===== src/sv/ptar_mul.sv =====
// ----------------------------------------------------------------------------
// ptar_mul: pipelined signed multiply, shift and round
// p = sign(a*b) * ((|a|*|b| + 2^(SH-1)) >> SH), built from 32x32 partial
// products over four register stages, advancing when en is high.
// ----------------------------------------------------------------------------
module ptar_mul #(
  parameter int AW = 32,
  parameter int BW = 32,
  parameter int SH = 32,
  parameter int OW = 32
) (
  input  logic                 clk,
  input  logic                 en,
  input  logic signed [AW-1:0] a,
  input  logic signed [BW-1:0] b,
  output logic signed [OW-1:0] p
);

  localparam int NA = (AW + 31) / 32;
  localparam int NB = (BW + 31) / 32;
  localparam int AP = NA * 32;
  localparam int BP = NB * 32;
  localparam int PW = AW + BW;
  localparam logic [PW-1:0] RND = PW'(1) << (SH - 1);

  logic [AW-1:0] a_abs;
  logic [BW-1:0] b_abs;
  logic [AP-1:0] am;
  logic [BP-1:0] bm;
  logic          neg1;
  logic          neg2;
  logic          neg3;
  logic [63:0]   pp [NA][NB];
  logic [PW-1:0] acc;
  logic [OW-1:0] mag;

  always_comb begin
    a_abs = a[AW-1] ? AW'(-a) : AW'(a);
    b_abs = b[BW-1] ? BW'(-b) : BW'(b);
  end

  always_comb begin
    acc = RND;
    for (int i = 0; i < NA; i++) begin
      for (int j = 0; j < NB; j++) begin
        acc = acc + (PW'(pp[i][j]) << (32 * (i + j)));
      end
    end
  end

  always_ff @(posedge clk) begin
    if (en) begin
      neg1 <= a[AW-1] ^ b[BW-1];
      am   <= AP'(a_abs);
      bm   <= BP'(b_abs);
      neg2 <= neg1;
      for (int i = 0; i < NA; i++) begin
        for (int j = 0; j < NB; j++) begin
          pp[i][j] <= am[32*i +: 32] * bm[32*j +: 32];
        end
      end
      neg3 <= neg2;
      mag  <= OW'(acc >> SH);
      p    <= neg3 ? OW'(-mag) : mag;
    end
  end

endmodule


===== config.mk =====
export PLATFORM = sky130hd
export DESIGN_NAME = ptar_mul
export DESIGN_NICKNAME = d
export VERILOG_FILES = /design/src/sv/ptar_mul.sv
export SDC_FILE = /design/constraint.sdc
export NUM_CORES = 2
export LEC_CHECK = 0
export ABC_AREA = 0
export BUFFER_PORTS_ARGS = -buffer_cell sky130_fd_sc_hd__buf_2
export CAP_MARGIN = 20
export CORE_MARGIN = 1.5
export CORE_UTILIZATION = 50
export DETAILED_ROUTE_END_ITERATION = 12
export HOLD_SLACK_MARGIN = 0.02
export PLACE_DENSITY_LB_ADDON = 0.2
export SLEW_MARGIN = 10
export SYNTH_ARGS = -nofsm -noshare
export SYNTH_HDL_FRONTEND = slang
export SYNTH_SLANG_ARGS = --single-unit

===== constraint.sdc =====
create_clock -name clk -period 22 [get_ports clk]
set_input_delay 2.2 -clock clk [delete_from_list [all_inputs] [get_ports clk]]
set_output_delay 2.2 -clock clk [all_outputs]
set_load 0.02 [all_outputs]

# Yosys cells after proc, flatten, opt, wreduce, memory -nomap -nowiden
# Memory sizes are Yosys's and may differ from the RTL's.
# Cells that the tools add are included.
# Widths: inputs -> output; s select.
[classes]
add_sub_neg = 4
mul = 1
n_mux = 5
bitwise_logic = 1
[ops]
columns = ["op", "count"]
rows = [
  ["$neg 32->32", 3],
  ["$add 32x64->64 const A", 1],
  ["$mul 32x32->64", 1],
  ["$mux 31", 2],
  ["$mux 32", 1],
  ["$mux 1", 2],
  ["$xor 1x1->1", 1],
]
[totals]
reg_bits = 131
mem_bits_rw = 64
in_bits = 66
out_inout_bits = 32
elab_cells = 21
mem_count = 1
[mem_list]
columns = ["memory", "words", "word_bits", "rd", "rd_clocked_by_memory_dff", "wr", "line", "text"]
rows = [
  ["pp", 1, 64, 1, 0, 1, "33", "logic [63:0] pp [NA][NB];"],
]

# Logic depth before layout (Yosys ltp)
[depth]
ltp_word = 2
depth_mapped = 27
mapped_depth_nobuf = 25

# Worst setup path before layout
# No wires, ideal clock.
[synth_path]
path_type = "register to register"
from = "register bm[2]"
to = "memory pp[0][62] (netlist bit), data pin"
setup_ns = 0.261
arrival_time_ns = 7.062
required_time_ns = 21.739
path_slack_ns = 14.677
path_stages_with_launch = 25
n_path_buf = 1
synth_period_minus_slack_ns = 7.323
cell_sequence = "edfxtp_1 -> clkbuf_1 -> and2_1 -> fa_1 -> inv_1 -> fa_1 -> fa_1 -> fa_1 -> inv_1 -> fa_1 -> inv_1 -> fa_1 -> inv_1 -> fa_1 -> fa_1 -> ha_1 -> a21o_1 -> a21o_1 -> a2111oi_0 -> o211ai_1 -> a311oi_1 -> o21ai_0 -> a21oi_1 -> nor2_1 -> o311a_1"
[synth_between]
elab_chain_cells = 1
[synth_lines]
columns = ["element", "line", "text"]
rows = [
  ["from (decl)", "29", "logic [BP-1:0] bm;"],
  ["from (signal assigned)", "55", "bm <= BP'(b_abs);"],
  ["$mul 32x32->64", "59", "pp[i][j] <= am[32*i +: 32] * bm[32*j +: 32];"],
  ["to (decl)", "33", ""],
]
# Every way passes these cells.

# Final worst setup path
[layout_path]
from = "register bm[3]"
to = "memory pp[0][62] (netlist bit), data pin"
# Same word-level chain as after synthesis.

==> out/results.tsv <==
stage	metric	value	unit
cells_and_area	final net count	5336	
setup_path	Critical Path End Type	flip-flop	
die	chip width	286.7	um
global_route	initial antenna violation count	5	
sta	Final Hold Viols	0	
die	die area	82180	sq um
die	starting density of the core	50.76	%
sta	final setup skew	0.02086	ns
cts	CTS Buf Count	17	
flow_run	number of max-cap violations	0	
yosys	Post-synth EDFFs	164	
setup_path	crit path DAT	9.41	ns
cts	CTS tree	built	
placement	Port Buffers	97	
yosys	ys flop type	edfxtp_1	
cts	setup bufs post-CTS	0	
yosys	Yosys top cell by area	fa_1	
cts	Root Buffer	clkbuf_16	
sta	Finish-stage setup viols	0	
setup_path	Reg2Reg Depth	24	
sta	slew at the pin closest to its max-slew limit	1.104	ns
placement	GPL Wtd Cong	0.8864	
die	die height	286.7	um
sta	post-layout min period	9.179	ns
setup_path	Setup crit start kind	flip-flop	
cts	worst skew pair latency	0.49	ns
yosys	Seq/Total Area, Yosys	12.24	%
cells_and_area	Area growth syn-to-layout	5.072	%
global_route	Overflow after GRT	0	
sta	RSZ-0062 raised after global routing	false	
placement	Post-DP Area	41710	sq um
yosys	Cells after Synth	4147	
setup_path	CP Max Fanout	32	
cts	CTS clk-pin slew, worst paths	0.07	ns
global_route	first-pass GRT wire length	172500	um
sta	Pins Over Slew Limit	0	
global_route	vias in the first global route	30200	
yosys	Syn Std Cell Area	40230	sq um
sta	Final period util	41.72	%
cells_and_area	most common cell after layout, fill and taps aside	fa_1	
yosys	syn avg cell area	9.702	sq um
cts	post_cts resized	0	
route	DRT iter0 DRCs	1648	
route	final WL	108200	um
yosys	share of the synthesized area in the top cell type	44.53	%
route	DRC viols	0	
cts	CTS Sinks	164	
die	IO Pins	98	
cts	hold buffer count at CTS	0	
setup_path	Crit Path Category	flip-flop to flip-flop	
global_route	largest net degree at the start of global routing	96	
die	Core Region	79260	sq um
sta	setup_tns	0	ns
route	First-pass DRT Iterations	5	
cells_and_area	final instance area	42270	sq um
cells_and_area	layout cells sized above 1	4.995	%
global_route	GRT Overall Usage	27.61	%
cts	clk buf depth	2	
yosys	Synth cell types	60	
yosys	Net Count, Synth	5372	
setup_path	critical path data required time	22.23	ns
die	Std-Cell Rows	103	
sta	Fmax	108.9	MHz
worst_hold_path	Hold Crit Class	flip-flop to flip-flop	
yosys	Synth Register Bits	164	
yosys	FFs w/ async S/R, synth	0	%
sta	Slew headroom	26.40	%
yosys	warnings from Yosys	0	
worst_hold_path	cell count of the worst hold path	0	
placement	Post-DP HPWL	80420	um
run_status	status	finished, final reports clean	
cells_and_area	most frequent cells in the layout	fa_1, inv_1, and2_1	
route	routed length per instance	20.90	um
cts	H-tree levels	4	
route	Via density	5.433	
placement	placed cells	5142	
route	via count	28130	
yosys	top post-synthesis cells by area	fa_1, edfxtp_1, and2_1	
route	Final ANT Viol Nets	0	
cells_and_area	fin cells	5178	
## flip-flops by register name, summed over array words and instances, names as in the netlist
name  count
neg2      1
neg3      1
pp       33
mag      32
neg1      1
am       32
p        32
bm       32
## kinds of logic after synthesis
logic type      Yosys count  synth area share (%)
compound gates          269                 4.295
buf+inv                1094                 10.21
fa+ha+maj              1159                 52.74
xor+xnor                155                 3.374
simple gates           1305                 17.12
mux                       1               0.02488
flops                   164                 12.24
## cell usage after synthesis (23+ instances only)
master and n:
a21o_1 24, a21oi_1 71, and2_1 632, clkbuf_1 214
edfxtp_1 164, fa_1 895, ha_1 264, inv_1 878
nand2_1 479, nand3_1 29, nand4_1 23, nor2_1 34
o21ai_0 71, o31ai_1 23, xnor2_1 132, xor2_1 23
## through the flow
step | util (%) | hold WS (ns) | setup slack, ns
floorplan | - | 0.4003 | 14.68
global placement | 52.62 | 0.4072 | 12.90
detailed placement | 52.62 | 0.4075 | 12.79
CTS | 53.33 | 0.4234 | 12.76
global route | 53.33 | 0.4237 | 12.47
finish | 53.34 | 0.4217 | 12.82
## routing by layer
layer	track usage (%)	vias up	routed length, um
li1	-	12340	-
met1	35.04	14650	42740
met2	47.69	909	54520
met3	3.291	232	6147
met4	11.92	2	4769
met5	0	-	19
## worst max-delay path, cell delays in order, from the launching register on
cell and delay, ns:
edfxtp_1 1.02, and2_1 0.26, fa_1 0.42, inv_1 0.08
fa_1 0.42, fa_1 0.47, fa_1 0.55, inv_1 0.05
fa_1 0.50, inv_1 0.05, fa_1 0.52, inv_1 0.05
fa_1 0.38, fa_1 0.47, ha_1 0.36, a21o_1 0.22
a21o_1 0.21, a2111oi_0 0.56, buf_4 0.22, o211ai_1 0.11
a311oi_1 0.86, o21ai_0 0.49, a21oi_1 0.33, nor2_1 0.06
o311a_1 0.28
## final timing paths
kind          from         to  slack (ns)
max reg2reg  bm[3]  pp[0][62]       12.82
min           neg2       neg3        0.42
min reg2reg   neg2       neg3        0.42
max          bm[3]  pp[0][62]       12.82
## cell type report
cell class	count	area [sq um]
Clock inverter	14	126.4
Sequential cell	164	4925
Timing Repair Buffer	161	972.2
Clock buffer	18	429.2
Tap cell	1050	1314
Inverter	878	3296
Multi-Input combinational cell	2889	31200
Fill cell	7204	36980
Antenna cell	4	10.01
Power is not shown: default switching activity piles up to over one toggle a cycle in this logic, so the estimate is an artifact.
